<file path="config.mk">
export PLATFORM = sky130hd
export DESIGN_NAME = sha256_message_hasher_flat
export DESIGN_NICKNAME = d
export VERILOG_FILES = /design/src/rtl/shamh_pkg.sv /design/src/rtl/shamh_in_if.sv /design/src/rtl/shamh_out_if.sv /design/src/rtl/shamh_ram.sv /design/src/rtl/shamh_sched.sv /design/src/rtl/shamh_round.sv /design/src/rtl/sha256_message_hasher.sv /design/src/flat_wrapper.sv
export SDC_FILE = /design/constraint.sdc
export NUM_CORES = 2
export LEC_CHECK = 0
export ABC_AREA = 0
export BUFFER_PORTS_ARGS = -buffer_cell sky130_fd_sc_hd__buf_2
export CORE_MARGIN = 10
export CORE_UTILIZATION = 50
export DETAILED_ROUTE_END_ITERATION = 10
export PLACE_DENSITY = 0.62
export REMOVE_ABC_BUFFERS = 1
export SLEW_MARGIN = 30
export SYNTH_ARGS = -nofsm -noshare
export SYNTH_HDL_FRONTEND = slang
export SYNTH_SLANG_ARGS = --single-unit
</file>
<file path="constraint.sdc">
create_clock -name i_clk -period 36 [get_ports i_clk]
set_input_delay 3.6 -clock i_clk [delete_from_list [all_inputs] [get_ports i_clk]]
set_output_delay 3.6 -clock i_clk [all_outputs]
set_load 0.01 [all_outputs]
</file>
<file path="src/rtl/shamh_pkg.sv">
`timescale 1ns / 1ps
`default_nettype none

package shamh_pkg;

    // Width of the running message length counter, 32 to 64 bits.
    localparam int LEN_BITS = 64;

    localparam int WORD_BITS  = 32;
    localparam int NUM_CHAIN  = 8;
    localparam int NUM_ROUNDS = 64;

    // Byte positions in a 64-byte block.
    localparam logic [5:0] SLOT_LAST = 6'd63;
    localparam logic [5:0] SLOT_LEN  = 6'd56;

    localparam logic [7:0] PAD_MARK = 8'h80;

    typedef logic [WORD_BITS-1:0] t_word;

    // Working variables a..h, index 0 holds a.
    typedef logic [NUM_CHAIN-1:0][WORD_BITS-1:0] t_vars;

    typedef enum logic [2:0] {
        S_IDLE,
        S_PAD,
        S_LOAD,
        S_ROUND,
        S_FOLD,
        S_OUT
    } t_state;

    typedef struct packed {
        logic       push;
        logic       word_done;
        logic [7:0] byte_val;
        logic       round_shift;
    } t_sched_ctrl;

    localparam logic [0:NUM_CHAIN-1][WORD_BITS-1:0] IV_WORDS = {
        32'h6a09e667, 32'hbb67ae85, 32'h3c6ef372, 32'ha54ff53a,
        32'h510e527f, 32'h9b05688c, 32'h1f83d9ab, 32'h5be0cd19
    };

    localparam logic [0:NUM_ROUNDS-1][WORD_BITS-1:0] ROUND_K = {
        32'h428a2f98, 32'h71374491, 32'hb5c0fbcf, 32'he9b5dba5,
        32'h3956c25b, 32'h59f111f1, 32'h923f82a4, 32'hab1c5ed5,
        32'hd807aa98, 32'h12835b01, 32'h243185be, 32'h550c7dc3,
        32'h72be5d74, 32'h80deb1fe, 32'h9bdc06a7, 32'hc19bf174,
        32'he49b69c1, 32'hefbe4786, 32'h0fc19dc6, 32'h240ca1cc,
        32'h2de92c6f, 32'h4a7484aa, 32'h5cb0a9dc, 32'h76f988da,
        32'h983e5152, 32'ha831c66d, 32'hb00327c8, 32'hbf597fc7,
        32'hc6e00bf3, 32'hd5a79147, 32'h06ca6351, 32'h14292967,
        32'h27b70a85, 32'h2e1b2138, 32'h4d2c6dfc, 32'h53380d13,
        32'h650a7354, 32'h766a0abb, 32'h81c2c92e, 32'h92722c85,
        32'ha2bfe8a1, 32'ha81a664b, 32'hc24b8b70, 32'hc76c51a3,
        32'hd192e819, 32'hd6990624, 32'hf40e3585, 32'h106aa070,
        32'h19a4c116, 32'h1e376c08, 32'h2748774c, 32'h34b0bcb5,
        32'h391c0cb3, 32'h4ed8aa4a, 32'h5b9cca4f, 32'h682e6ff3,
        32'h748f82ee, 32'h78a5636f, 32'h84c87814, 32'h8cc70208,
        32'h90befffa, 32'ha4506ceb, 32'hbef9a3f7, 32'hc67178f2
    };

    function automatic t_word rotr(input t_word x, input int n);
        rotr = (x >> n) | (x << (WORD_BITS - n));
    endfunction

    function automatic t_word small_sigma0(input t_word x);
        small_sigma0 = rotr(x, 7) ^ rotr(x, 18) ^ (x >> 3);
    endfunction

    function automatic t_word small_sigma1(input t_word x);
        small_sigma1 = rotr(x, 17) ^ rotr(x, 19) ^ (x >> 10);
    endfunction

    function automatic t_word big_sigma0(input t_word x);
        big_sigma0 = rotr(x, 2) ^ rotr(x, 13) ^ rotr(x, 22);
    endfunction

    function automatic t_word big_sigma1(input t_word x);
        big_sigma1 = rotr(x, 6) ^ rotr(x, 11) ^ rotr(x, 25);
    endfunction

endpackage

`default_nettype wire

</file>
<file path="src/rtl/shamh_in_if.sv">
`timescale 1ns / 1ps
`default_nettype none

interface shamh_in_if;
    logic       valid;
    logic       ready;
    logic [7:0] byte_value;
    logic       has_byte;
    logic       is_last;

    modport source (output valid, output byte_value, output has_byte, output is_last,
                    input ready);
    modport sink (input valid, input byte_value, input has_byte, input is_last,
                  output ready);
endinterface

`default_nettype wire

</file>
<file path="src/rtl/shamh_out_if.sv">
`timescale 1ns / 1ps
`default_nettype none

interface shamh_out_if;
    logic        valid;
    logic        ready;
    logic [31:0] digest_word;
    logic [2:0]  word_index;
    logic        last_word;

    modport source (output valid, output digest_word, output word_index, output last_word,
                    input ready);
    modport sink (input valid, input digest_word, input word_index, input last_word,
                  output ready);
endinterface

`default_nettype wire

</file>
<file path="src/rtl/shamh_ram.sv">
`timescale 1ns / 1ps
`default_nettype none

module shamh_ram #(
    parameter int WIDTH = 32,
    parameter int DEPTH = 8
) (
    input  wire logic                     i_clk,
    input  wire logic                     i_we,
    input  wire logic [$clog2(DEPTH)-1:0] i_waddr,
    input  wire logic [WIDTH-1:0]         i_wdata,
    input  wire logic [$clog2(DEPTH)-1:0] i_raddr,
    output logic      [WIDTH-1:0]         o_rdata
);

    logic [WIDTH-1:0] r_mem [DEPTH];

    always_ff @(posedge i_clk) begin
        if (i_we) begin
            r_mem[i_waddr] <= i_wdata;
        end
        o_rdata <= r_mem[i_raddr];
    end

endmodule

`default_nettype wire

</file>
<file path="src/rtl/shamh_sched.sv">
`timescale 1ns / 1ps
`default_nettype none

module shamh_sched (
    input  wire logic                  i_clk,
    input  wire shamh_pkg::t_sched_ctrl i_ctrl,
    output shamh_pkg::t_word           o_w
);

    logic [23:0]      r_acc;
    shamh_pkg::t_word r_w [16];
    shamh_pkg::t_word w_next;

    // Window holds W[t]..W[t+15]; this forms W[t+16].
    assign w_next = r_w[0] + shamh_pkg::small_sigma0(r_w[1]) + r_w[9]
                  + shamh_pkg::small_sigma1(r_w[14]);
    assign o_w = r_w[0];

    always_ff @(posedge i_clk) begin
        if (i_ctrl.push) begin
            r_acc <= {r_acc[15:0], i_ctrl.byte_val};
        end
        if (i_ctrl.push && i_ctrl.word_done) begin
            for (int i = 0; i < 15; i++) begin
                r_w[i] <= r_w[i+1];
            end
            r_w[15] <= {r_acc, i_ctrl.byte_val};
        end else if (i_ctrl.round_shift) begin
            for (int i = 0; i < 15; i++) begin
                r_w[i] <= r_w[i+1];
            end
            r_w[15] <= w_next;
        end
    end

endmodule

`default_nettype wire

</file>
<file path="src/rtl/shamh_round.sv">
`timescale 1ns / 1ps
`default_nettype none

module shamh_round (
    input  wire shamh_pkg::t_vars i_vars,
    input  wire shamh_pkg::t_word i_k,
    input  wire shamh_pkg::t_word i_w,
    output shamh_pkg::t_vars      o_vars
);

    shamh_pkg::t_word t1;
    shamh_pkg::t_word t2;
    shamh_pkg::t_word ch;
    shamh_pkg::t_word maj;

    always_comb begin
        ch  = (i_vars[4] & i_vars[5]) ^ (~i_vars[4] & i_vars[6]);
        maj = (i_vars[0] & i_vars[1]) ^ (i_vars[0] & i_vars[2]) ^ (i_vars[1] & i_vars[2]);
        t1  = i_vars[7] + shamh_pkg::big_sigma1(i_vars[4]) + ch + i_k + i_w;
        t2  = shamh_pkg::big_sigma0(i_vars[0]) + maj;
        o_vars[7] = i_vars[6];
        o_vars[6] = i_vars[5];
        o_vars[5] = i_vars[4];
        o_vars[4] = i_vars[3] + t1;
        o_vars[3] = i_vars[2];
        o_vars[2] = i_vars[1];
        o_vars[1] = i_vars[0];
        o_vars[0] = t1 + t2;
    end

endmodule

`default_nettype wire

</file>
<file path="src/rtl/sha256_message_hasher.sv">
`timescale 1ns / 1ps
`default_nettype none

// SHA-256 hasher that takes a message one byte per transfer.
// Input channel i_in: byte_value with has_byte set adds a byte to the message;
// is_last ends the message (with or without a byte in the same transfer).
// Output channel o_out: eight transfers of digest_word, word_index 0..7,
// last_word set on the eighth. The chaining value then returns to the IV.
// A byte that does not fill a block leaves the input ready for the next. The 64th byte of a
// block starts a compression: the chaining words are read from the chain RAM,
// 64 rounds run on one shared round unit, and the result is added back
// through the RAM's single read and write ports. No byte is taken while a
// block is compressed. After is_last, padding bytes are generated one per cycle
// (up to 72), followed by one or two compressions, then the digest is held in
// an output register and shifted out, one word per output transfer.
// No input is taken from is_last until the last digest word is transferred;
// when the receiver stalls, the current word is held.
// Reset (synchronous, active low) clears the length count, block position and
// the chain RAM valid bits, so the chaining value reads as the IV at once.

module sha256_message_hasher (
    input  wire logic  i_clk,
    input  wire logic  i_rst_n,
    shamh_in_if.sink   i_in,
    shamh_out_if.source o_out
);

    shamh_pkg::t_state r_state;
    shamh_pkg::t_state n_state;

    logic [5:0]                    r_cnt;
    logic [5:0]                    r_slot;
    logic [shamh_pkg::LEN_BITS-1:0] r_bit_len;
    shamh_pkg::t_vars              r_vars;
    logic [7:0]                    r_chain_vld;
    logic                          r_marked;
    logic                          r_len_ok;
    logic                          r_padding;
    logic                          r_final;
    logic [2:0]                    r_oidx;
    logic [2:0]                    r_rd_addr;
    logic                          r_rd_iv;

    logic                  in_fire;
    logic                  out_fire;
    logic                  push_en;
    logic [7:0]            push_byte;
    logic                  wrap;
    logic                  start_pad;
    logic                  set_final;
    logic                  count_len;
    logic [2:0]            raddr;
    logic                  we;
    logic [2:0]            waddr;
    logic [63:0]           len64;
    logic [7:0]            len_byte;
    shamh_pkg::t_word      ram_q;
    shamh_pkg::t_word      rd_word;
    shamh_pkg::t_word      fold_sum;
    shamh_pkg::t_word      w_cur;
    shamh_pkg::t_vars      round_vars;
    shamh_pkg::t_sched_ctrl sched_ctrl;

    assign in_fire  = i_in.valid && i_in.ready;
    assign out_fire = o_out.valid && o_out.ready;
    assign len64    = 64'(r_bit_len);
    assign len_byte = 8'(len64 >> {~r_slot[2:0], 3'b000});
    assign rd_word  = r_rd_iv ? shamh_pkg::IV_WORDS[r_rd_addr] : ram_q;
    assign fold_sum = rd_word + r_vars[0];
    assign waddr    = r_cnt[2:0] - 3'd1;

    always_comb begin
        n_state   = r_state;
        push_en   = 1'b0;
        push_byte = i_in.byte_value;
        start_pad = 1'b0;
        set_final = 1'b0;
        count_len = 1'b0;
        raddr     = r_cnt[2:0];
        we        = 1'b0;
        case (r_state)
            shamh_pkg::S_IDLE: begin
                if (in_fire) begin
                    push_en   = i_in.has_byte;
                    count_len = i_in.has_byte;
                    start_pad = i_in.is_last;
                    if (i_in.has_byte && r_slot == shamh_pkg::SLOT_LAST) begin
                        n_state = shamh_pkg::S_LOAD;
                    end else if (i_in.is_last) begin
                        n_state = shamh_pkg::S_PAD;
                    end
                end
            end
            shamh_pkg::S_PAD: begin
                push_en = 1'b1;
                if (!r_marked) begin
                    push_byte = shamh_pkg::PAD_MARK;
                end else if (r_len_ok && r_slot >= shamh_pkg::SLOT_LEN) begin
                    push_byte = len_byte;
                end else begin
                    push_byte = 8'h00;
                end
                if (r_slot == shamh_pkg::SLOT_LAST) begin
                    n_state   = shamh_pkg::S_LOAD;
                    set_final = r_marked && r_len_ok;
                end
            end
            shamh_pkg::S_LOAD: begin
                raddr = ~r_cnt[2:0];
                if (r_cnt == 6'd8) begin
                    n_state = shamh_pkg::S_ROUND;
                end
            end
            shamh_pkg::S_ROUND: begin
                if (r_cnt == 6'd63) begin
                    n_state = shamh_pkg::S_FOLD;
                end
            end
            shamh_pkg::S_FOLD: begin
                we = (r_cnt != 6'd0) && !r_final;
                if (r_cnt == 6'd8) begin
                    if (r_final) begin
                        n_state = shamh_pkg::S_OUT;
                    end else if (r_padding) begin
                        n_state = shamh_pkg::S_PAD;
                    end else begin
                        n_state = shamh_pkg::S_IDLE;
                    end
                end
            end
            shamh_pkg::S_OUT: begin
                if (out_fire && r_oidx == 3'd7) begin
                    n_state = shamh_pkg::S_IDLE;
                end
            end
            default: begin
                n_state = shamh_pkg::S_IDLE;
            end
        endcase
    end

    assign wrap = push_en && r_slot == shamh_pkg::SLOT_LAST;

    assign sched_ctrl.push        = push_en;
    assign sched_ctrl.word_done   = r_slot[1:0] == 2'b11;
    assign sched_ctrl.byte_val    = push_byte;
    assign sched_ctrl.round_shift = r_state == shamh_pkg::S_ROUND;

    assign i_in.ready        = r_state == shamh_pkg::S_IDLE;
    assign o_out.valid       = r_state == shamh_pkg::S_OUT;
    assign o_out.digest_word = r_vars[0];
    assign o_out.word_index  = r_oidx;
    assign o_out.last_word   = r_oidx == 3'd7;

    always_ff @(posedge i_clk) begin
        if (!i_rst_n) begin
            r_state <= shamh_pkg::S_IDLE;
        end else begin
            r_state <= n_state;
        end
    end

    always_ff @(posedge i_clk) begin
        if (!i_rst_n) begin
            r_cnt       <= '0;
            r_slot      <= '0;
            r_bit_len   <= '0;
            r_chain_vld <= '0;
            r_marked    <= 1'b0;
            r_len_ok    <= 1'b0;
            r_padding   <= 1'b0;
            r_final     <= 1'b0;
            r_oidx      <= '0;
        end else begin
            if (n_state != r_state) begin
                r_cnt <= '0;
            end else if (r_state == shamh_pkg::S_LOAD || r_state == shamh_pkg::S_ROUND
                         || r_state == shamh_pkg::S_FOLD) begin
                r_cnt <= r_cnt + 6'd1;
            end
            if (push_en) begin
                r_slot <= r_slot + 6'd1;
            end
            if (count_len) begin
                r_bit_len <= r_bit_len + shamh_pkg::LEN_BITS'(8);
            end
            if (start_pad) begin
                r_marked  <= 1'b0;
                r_len_ok  <= 1'b0;
                r_padding <= 1'b1;
            end else if (r_state == shamh_pkg::S_PAD) begin
                r_marked <= 1'b1;
                // Room for the length field once the mark sits before it,
                // or in the extra block that follows a late mark.
                if ((!r_marked && r_slot < shamh_pkg::SLOT_LEN) || wrap) begin
                    r_len_ok <= 1'b1;
                end
            end
            if (set_final) begin
                r_final <= 1'b1;
            end
            if (we) begin
                r_chain_vld[waddr] <= 1'b1;
            end
            if (r_state == shamh_pkg::S_FOLD && r_cnt == 6'd8 && r_final) begin
                r_chain_vld <= '0;
                r_bit_len   <= '0;
                r_padding   <= 1'b0;
                r_final     <= 1'b0;
                r_oidx      <= '0;
            end
            if (out_fire) begin
                r_oidx <= r_oidx + 3'd1;
            end
        end
    end

    always_ff @(posedge i_clk) begin
        r_rd_addr <= raddr;
        r_rd_iv   <= !r_chain_vld[raddr];
        case (r_state)
            shamh_pkg::S_LOAD: begin
                // Words arrive h first, so after eight shifts a sits at index 0.
                if (r_cnt != 6'd0) begin
                    r_vars[0] <= rd_word;
                    for (int i = 1; i < 8; i++) begin
                        r_vars[i] <= r_vars[i-1];
                    end
                end
            end
            shamh_pkg::S_ROUND: begin
                r_vars <= round_vars;
            end
            shamh_pkg::S_FOLD: begin
                // The sums rotate in behind, leaving chain word 0 at index 0.
                if (r_cnt != 6'd0) begin
                    for (int i = 0; i < 7; i++) begin
                        r_vars[i] <= r_vars[i+1];
                    end
                    r_vars[7] <= fold_sum;
                end
            end
            shamh_pkg::S_OUT: begin
                if (out_fire) begin
                    for (int i = 0; i < 7; i++) begin
                        r_vars[i] <= r_vars[i+1];
                    end
                    r_vars[7] <= r_vars[0];
                end
            end
            default: begin
            end
        endcase
    end

    shamh_ram #(
        .WIDTH(shamh_pkg::WORD_BITS),
        .DEPTH(shamh_pkg::NUM_CHAIN)
    ) u_chain_ram (
        .i_clk  (i_clk),
        .i_we   (we),
        .i_waddr(waddr),
        .i_wdata(fold_sum),
        .i_raddr(raddr),
        .o_rdata(ram_q)
    );

    shamh_sched u_sched (
        .i_clk (i_clk),
        .i_ctrl(sched_ctrl),
        .o_w   (w_cur)
    );

    shamh_round u_round (
        .i_vars(r_vars),
        .i_k   (shamh_pkg::ROUND_K[r_cnt]),
        .i_w   (w_cur),
        .o_vars(round_vars)
    );

    a_slot_zero_at_compress: assert property (@(posedge i_clk) disable iff (!i_rst_n)
        (r_state == shamh_pkg::S_LOAD && r_cnt == 6'd0) |-> r_slot == 6'd0)
        else $error("compression started with a partly filled block");

    a_len_cleared_on_digest: assert property (@(posedge i_clk) disable iff (!i_rst_n)
        $rose(o_out.valid) |-> (r_bit_len == '0 && r_chain_vld == '0 && !r_padding))
        else $error("message state not cleared before digest output");

    a_digest_after_final: assert property (@(posedge i_clk) disable iff (!i_rst_n)
        (r_state == shamh_pkg::S_FOLD && n_state == shamh_pkg::S_OUT) |-> r_final)
        else $error("digest output without the length block");

    a_no_write_on_final: assert property (@(posedge i_clk) disable iff (!i_rst_n)
        (we && r_state != shamh_pkg::S_FOLD) |-> 1'b0)
        else $error("chain RAM written outside the fold step");

endmodule

`default_nettype wire

</file>
<file path="src/flat_wrapper.sv">
// flat-port wrapper written by rule: the top's interface ports become plain ports
module sha256_message_hasher_flat 
  (i_clk, i_rst_n, i_in_valid, i_in_byte_value, i_in_has_byte, i_in_is_last, i_in_ready, o_out_valid, o_out_digest_word, o_out_word_index, o_out_last_word, o_out_ready);
  shamh_in_if i_in_i ();
  shamh_out_if o_out_i ();
  input  wire logic i_clk;
  input  wire logic i_rst_n;
  input wire logic [$bits(i_in_i.valid)-1:0] i_in_valid;
  input wire logic [$bits(i_in_i.byte_value)-1:0] i_in_byte_value;
  input wire logic [$bits(i_in_i.has_byte)-1:0] i_in_has_byte;
  input wire logic [$bits(i_in_i.is_last)-1:0] i_in_is_last;
  output wire logic [$bits(i_in_i.ready)-1:0] i_in_ready;
  output wire logic [$bits(o_out_i.valid)-1:0] o_out_valid;
  output wire logic [$bits(o_out_i.digest_word)-1:0] o_out_digest_word;
  output wire logic [$bits(o_out_i.word_index)-1:0] o_out_word_index;
  output wire logic [$bits(o_out_i.last_word)-1:0] o_out_last_word;
  input wire logic [$bits(o_out_i.ready)-1:0] o_out_ready;
  assign i_in_i.valid = i_in_valid;
  assign i_in_i.byte_value = i_in_byte_value;
  assign i_in_i.has_byte = i_in_has_byte;
  assign i_in_i.is_last = i_in_is_last;
  assign i_in_ready = i_in_i.ready;
  assign o_out_valid = o_out_i.valid;
  assign o_out_digest_word = o_out_i.digest_word;
  assign o_out_word_index = o_out_i.word_index;
  assign o_out_last_word = o_out_i.last_word;
  assign o_out_i.ready = o_out_ready;
  sha256_message_hasher u_core (.i_clk(i_clk), .i_rst_n(i_rst_n), .i_in(i_in_i), .o_out(o_out_i));
endmodule
</file>
Word-level counts from Yosys, hierarchy flattened:

Memories as Yosys holds them, arrays and structs flattened. A register that Yosys moved wholly into a read port is not among the register bits.
Index checks and enable logic that the tools add are counted.

* bitwise gates (word level): 49
* reductions and logical operators: 28
* div/mod/pow operators: 0
* shifts and indexed selects: 1
* $lt $le $gt $ge: 7
* multiply operators: 0
* eq/ne operators: 14
* $add $sub $neg: 16
* multiplexer cells: 61

Operators with widths (number)
* $pmux 256 s4: 1
* $mux 256: 3
* $mux 32: 21
* $add 32x32->32: 11
* $xor 32x32->32: 9
* $and 32x32->32: 5
* $add 64x4->64 const B: 1
* $shr 64x6->8: 1
* $mux 3: 12
* $not 32->32: 1
* $or 10x32->32: 1
* $or 13x32->32: 1
* $or 14x32->32: 1
* $or 15x32->32: 1
* $or 19x32->32: 1
* $or 21x32->32: 1
* $or 25x32->32: 1
* $or 26x32->32: 1
* $or 30x32->32: 1
* $or 7x32->32: 1
* $xor 32x22->32: 1
* $xor 32x29->32: 1
* $mux 8: 3
* $pmux 3 s6: 1
* 37 further kinds: 95

* bits of input ports: 14
* bits in latches: 0
* bits in writable memories: 768
* memories: 4
* bits in read-only memories: 2304
* output and inout bits: 38
* logic and storage cells: 201
* register bits: 378

Memory list
* (no name shown): depth 64, width 32, rd ports 1, clocked after Yosys merged registers in 0, write ports 0, line sha256_message_hasher.sv:276 `.i_k (shamh_pkg::ROUND_K[r_cnt]),`
* u_core.u_sched.r_w: depth 16, width 32, rd ports 16, clocked after Yosys merged registers in 0, write ports 16, line shamh_sched.sv:11 `shamh_pkg::t_word r_w [16];`
* (no name shown): depth 8, width 32, rd ports 1, clocked after Yosys merged registers in 0, write ports 0, line sha256_message_hasher.sv:68 `assign rd_word = r_rd_iv ? shamh_pkg::IV_WORDS[r_rd_addr] : ram_q;`
* u_core.u_chain_ram.r_mem: depth 8, width 32, rd ports 1, clocked after Yosys merged registers in 1, write ports 1, line shamh_ram.sv:16 `logic [WIDTH-1:0] r_mem [DEPTH];`

Logic depth before layout (Yosys ltp):

* word-level depth: 9
* depth in mapped cells: 40
* depth with buffers taken out: 38

Cells and area by module:

A second synthesis with hierarchy kept.

* cells, all modules: 5480
* area total of the unflattened synthesis: 65934.5 µm²

By module, submodules not included
* sha256_message_hasher: area an instance 23226.0 µm², cells each 2487, sequential area each 9589.2 µm², instances 1
* shamh_sched: area an instance 21145.3 µm², cells each 1203, sequential area each 16095.4 µm², instances 1
* shamh_round: area an instance 11096.9 µm², cells each 1375, sequential area each 0.0 µm², instances 1
* shamh_ram: area an instance 10466.3 µm², cells each 415, sequential area each 8328.0 µm², instances 1

Least setup slack after synthesis:

Ideal clock, no wire load.

* kind: input to register
* start point: input port o_out_ready
* end point: register u_core.r_vars, in the netlist u_core.o_out.digest_word[0], enable pin
* setup time: 1279 ps
* stages: 2
* arrival: 22742 ps
* buffers on the path: 0
* setup slack: 11979 ps
* required time: 34721 ps
* cells stage by stage: o21bai_1 > a221oi_1

* cells in the longest elaborated chain, start to end: 3

RTL lines
* start: declaration: line flat_wrapper.sv:17 `input wire logic [$bits(o_out_i.ready)-1:0] o_out_ready;`
* $logic_and 1x1->1: line sha256_message_hasher.sv:65 `assign out_fire = o_out.valid && o_out.ready;`
* $ne 2x2->1 (no line)
* $reduce_and 4->1 (no line)
* end signal: indexed assignment: line sha256_message_hasher.sv:227 `r_vars[i] <= r_vars[i-1];`
* end signal: assignment: line sha256_message_hasher.sv:232 `r_vars <= round_vars;`
* end signal: indexed assignment: line sha256_message_hasher.sv:238 `r_vars[i] <= r_vars[i+1];`
* end: declaration: line sha256_message_hasher.sv:34 `shamh_pkg::t_vars r_vars;`

Every way passes these cells.
A chain may end at the register's enable or synchronous reset.

Worst setup path in the final report:

* start point: register u_core.r_cnt[0]
* end point: register u_core.r_vars, in the netlist u_core.o_out.digest_word[29], data pin

* cells in the longest elaborated chain, start to end: 8

RTL lines
* start: declaration: line sha256_message_hasher.sv:31 `logic [5:0] r_cnt;`
* start signal: assignment: line sha256_message_hasher.sv:179 `r_cnt <= r_cnt + 6'd1;`
* $not 6->7 (not written as such): line sha256_message_hasher.sv:276
* $mem_v2 64x32
* $mux 32 (not written as such) (2 in a row): line sha256_message_hasher.sv:276
* $add 32x32->32 (2 in a row): line shamh_round.sv:19 `t1 = i_vars[7] + shamh_pkg::big_sigma1(i_vars[4]) + ch + i_k + i_w;`
* $add 32x32->32: line shamh_round.sv:28 `o_vars[0] = t1 + t2;`
* $pmux 256 s4: line sha256_message_hasher.sv:221 `case (r_state)`

Every way passes these cells. The select of a mux whose other input is x is not followed.

==> results.yml <==
sta:
  slew_headroom: 0.1841
  worst_pin_slew_ns: 1.211
  slew_violations: 0
  skew_ns: 0.03379
  hold_viol: 0
  fin_crit_ns: 11.18
  period_share: 0.3105
  setup_viol: 0
  grt_setup_unrepaired: "no"
  setup_tns_ns: 0
  fmax_ghz: 0.08947
  holdWs_ns: 0.4016
pwr:
  vdd_drop_max_v: 0.00004977
  combPwrFrac: 0.026
  sw_frac_of_total: 0.2144
  p_sw_uw: 617.4
  p_per_area_nw_per_um2: 42.48
  intPower_mw: 2.262
  seqPwrFrac: 0.513
  p_leak_nw: 25.28
  p_clk_frac: 0.461
routing:
  wl_per_cell_um: 25.85
  dr.pass1.iters: 6
  drt_iter0_markers: 4792
  ant_nets: 0
  drc: 0
  finalWirelength_mm: 178.8
  via_count: 40750
  avgViaCountPerCell: 5.893
cells_and_area:
  stdcell_count: 6915
  diodes: 0
  drive_above_1_share: 0.09093
  area_delta_synth_final_pct: 10.03
  nets: 5574
synthesis:
  ys_warn_count: 0
  synth_seq_cells: 1175
  yosys.area_share.simple: 0.1050
  synth_edf_count: 1048
  synthAdderAreaFrac: 0.09915
  synthArstFlopShare: 0
  netlist_instances: 5223
  synth_compound_area_frac: 0.09543
  synth-xor-area-share: 0.06480
  ys_seq_area_frac: 0.5521
  synth.distinct_cells: 96
  muxShareOfSynthArea: 0.04383
  synth_area_sq_um: 61610
  synth_flop_cell: "edfxtp_1"
  syn_area_per_cell_sq_um: 11.80
  synth_top_family_by_area: "simple AND/OR/NAND/NOR gates"
min_path:
  min_from: "u_core.u_sched.r_w[0][506]"
  worstHoldEndpoint: "u_core.u_sched.r_w[0][474]"
  hold_class: "flip-flop to flip-flop"
  hold_depth: 0
placed_design:
  gp_congestion: 0.9497
  place_inst: 6678
  hpwl_mm: 127.1
  port_buffers: 51
setup_path:
  worstPathArrival_ns: 11.68
  worstSetupPathType: "flip-flop to flip-flop"
  cp_max_fo: 35
  cp_top_family: "compound AO/OA/AOI/OAI gates"
  crit_required_ns: 36.51
  end_kind: "flip-flop"
  r2r-start: "u_core.r_cnt[0]"
  slowest_delay_ns: 0.89
  rrSetupSlack_ns: 24.82
  r2r_end: "u_core.o_out.digest_word[29]"
  r2r_cells: 36
  worst_path_most_repeated_cell: "a21oi_1"
  cp_slowest_cell: "ha_1"
  path_buf_inv: 6
  start_kind: "flip-flop"
floorplanning:
  die_w_um: 371.0
  fp.dieH_um: 371.0
  initial_core_util: 0.5048
  fp.dieArea_sq_um: 137700
  coreArea_sq_um: 122000
  ios: 52
  rows: 128
grt:
  grt_pass1_wl_mm: 261.3
  grt_overflow: 0
  grt_pass1_vias: 38880
  antenna_found_initial: 9
  grt_usage: 0.2570
  grt_max_degree: 194
clock_tree:
  cts_buffers: 131
  cts_tree: "yes"
  cts_buffer_depth: 3
  postCtsHoldBufs: 0
  path_clk_slew_ns: 0.06
  cts-resized-gates: 0
  clk_latency_ns: 0.77
  htreeDepth: 4
  cts.sinks: 1175
  cts_setup_buffers: 0
  cts-root-buf: "clkbuf_16"
outcome:
  outcome: "complete, no violations"
flow_run:
  drv_cap: 0
[power groups by stage]
stage          registers, mW  logic (mW)  clock network [mW]
5_1_grt                 1.48      0.0799                1.41
3_3_place_gp            1.51      0.0715                   0
4_1_cts                 1.48      0.0724                1.36
6_report                1.48      0.0737                1.33
3_5_place_dp            1.51      0.0719                   0
2_1_floorplan           1.51      0.0467                   0
[routing by layer]
metal / global-route usage / up-vias / routed length [um]
met1: 0.3820 / 20310 / 79890
met3: 0.05778 / 320 / 16040
met5: 0 / - / 71
li1: - / 18360 / -
met2: 0.3702 / 1745 / 76510
met4: 0.08536 / 10 / 6278
[kinds of logic after synthesis]
family | Yosys count
AOI/OAI and AO/OA | 927
adders and majority gates | 376
DFF | 1175
buffers and inverters | 612
muxes | 160
and+or+nand+nor | 1518
xor gates and xnor gates | 455
[sequential cells by signal, summed over array words and instances (netlist names), 3 cells and up]
name	flops
u_core.r_cnt	6
u_core.u_sched.r_w	512
u_core.u_chain_ram.o_rdata	32
u_core.r_slot	6
u_core.o_out.word_index	3
u_core.u_chain_ram.r_mem	256
u_core.r_vars	224
u_core.r_state	3
u_core.len64	61
u_core.u_sched.r_acc	24
u_core.r_chain_vld	8
u_core.o_out.digest_word	32
u_core.r_rd_addr	3
[placed cells by master (no fill, tap or decap), drive strengths merged, types with 65 or more instances in the layout]
cell,n
ha,185
a21oi,223
buf,120
mux2i,65
xnor2,285
nand2,892
a21o,96
edfxtp,1048
nor2,296
clkbuf,165
xor2,170
fa,188
nand3,91
dfxtp,127
inv,323
o21ai,279
mux4,87
[worst reg2reg max path, delay by kind of cell (launching register included)]
family          cells  cell delay, ns
flops               1            0.30
compound gates     19            4.48
fa+ha+maj           7            3.43
xor+xnor            2            0.37
buf+inv             6            1.70
simple gates        2            0.65
[cell usage after synthesis (10+ instances only)]
library cell,count,area (sq um)
o21bai_1,23,172.7
dfxtp_1,127,2542
mux2i_1,65,650.6
xnor2_1,284,2487
edfxtp_1,1048,31470
a211oi_1,35,262.8
o21a_1,26,195.2
nor2_1,292,1096
a21oi_1,221,1106
clkbuf_1,206,773.2
mux4_2,87,1959
inv_1,318,1194
and2_1,15,93.84
or3_1,23,143.9
ha_1,185,2315
o211ai_1,29,217.7
buf_1,31,116.4
buf_4,34,255.2
o31ai_1,12,90.09
nand2b_1,31,193.9
a311oi_1,14,122.6
nand4_1,25,156.4
a31oi_1,40,250.2
a22oi_1,50,375.4
nand3_1,89,445.4
buf_2,18,90.09
o21ai_0,257,1286
fa_1,188,3764
a221o_1,11,110.1
nand2_1,891,3344
xor2_1,170,1489
and3_1,26,162.7
nor2b_1,25,156.4
o21ai_1,21,105.1
a21o_1,96,720.7
nor3_1,53,265.3
o22ai_1,10,62.56
[layout make-up]
class | count | area (sq um)
Sequential cell | 1175 | 34030
Fill cell | 10430 | 54240
Multi-Input combinational cell | 3436 | 25430
Tap cell | 1625 | 2033
Timing Repair Buffer | 120 | 817.0
Inverter | 323 | 1212
Clock inverter | 71 | 737.0
Clock buffer | 165 | 3541
[metrics by stage]
step           area, sq um  setup slack [ns]  power, mW    util
6_report             67790             24.82      2.880  0.5555
5_1_grt              67790             24.28      2.965  0.5555
4_1_cts              67700             25.10      2.908  0.5548
3_5_place_dp         63430             25.09      1.579  0.5197
3_3_place_gp         63340             25.35      1.578  0.5190
2_1_floorplan        60380             11.98      1.556       -
[how the worst max path moves through the flow]
stage | cells past startpoint | slack [ns] | end | startpoint
5_1_grt | 36 | 24.28 | u_core.o_out.digest_word[29] | u_core.r_cnt[0]
6_report | 36 | 24.82 | u_core.o_out.digest_word[29] | u_core.r_cnt[0]
3_3_place_gp | 36 | 25.35 | u_core.o_out.digest_word[29] | u_core.r_cnt[0]
3_5_place_dp | 36 | 25.09 | u_core.o_out.digest_word[29] | u_core.r_cnt[0]
4_1_cts | 36 | 25.10 | u_core.o_out.digest_word[29] | u_core.r_cnt[0]
2_1_floorplan | 2 | 11.98 | u_core.o_out.digest_word[0] | o_out_ready
Power figures use the tool's default switching activity.
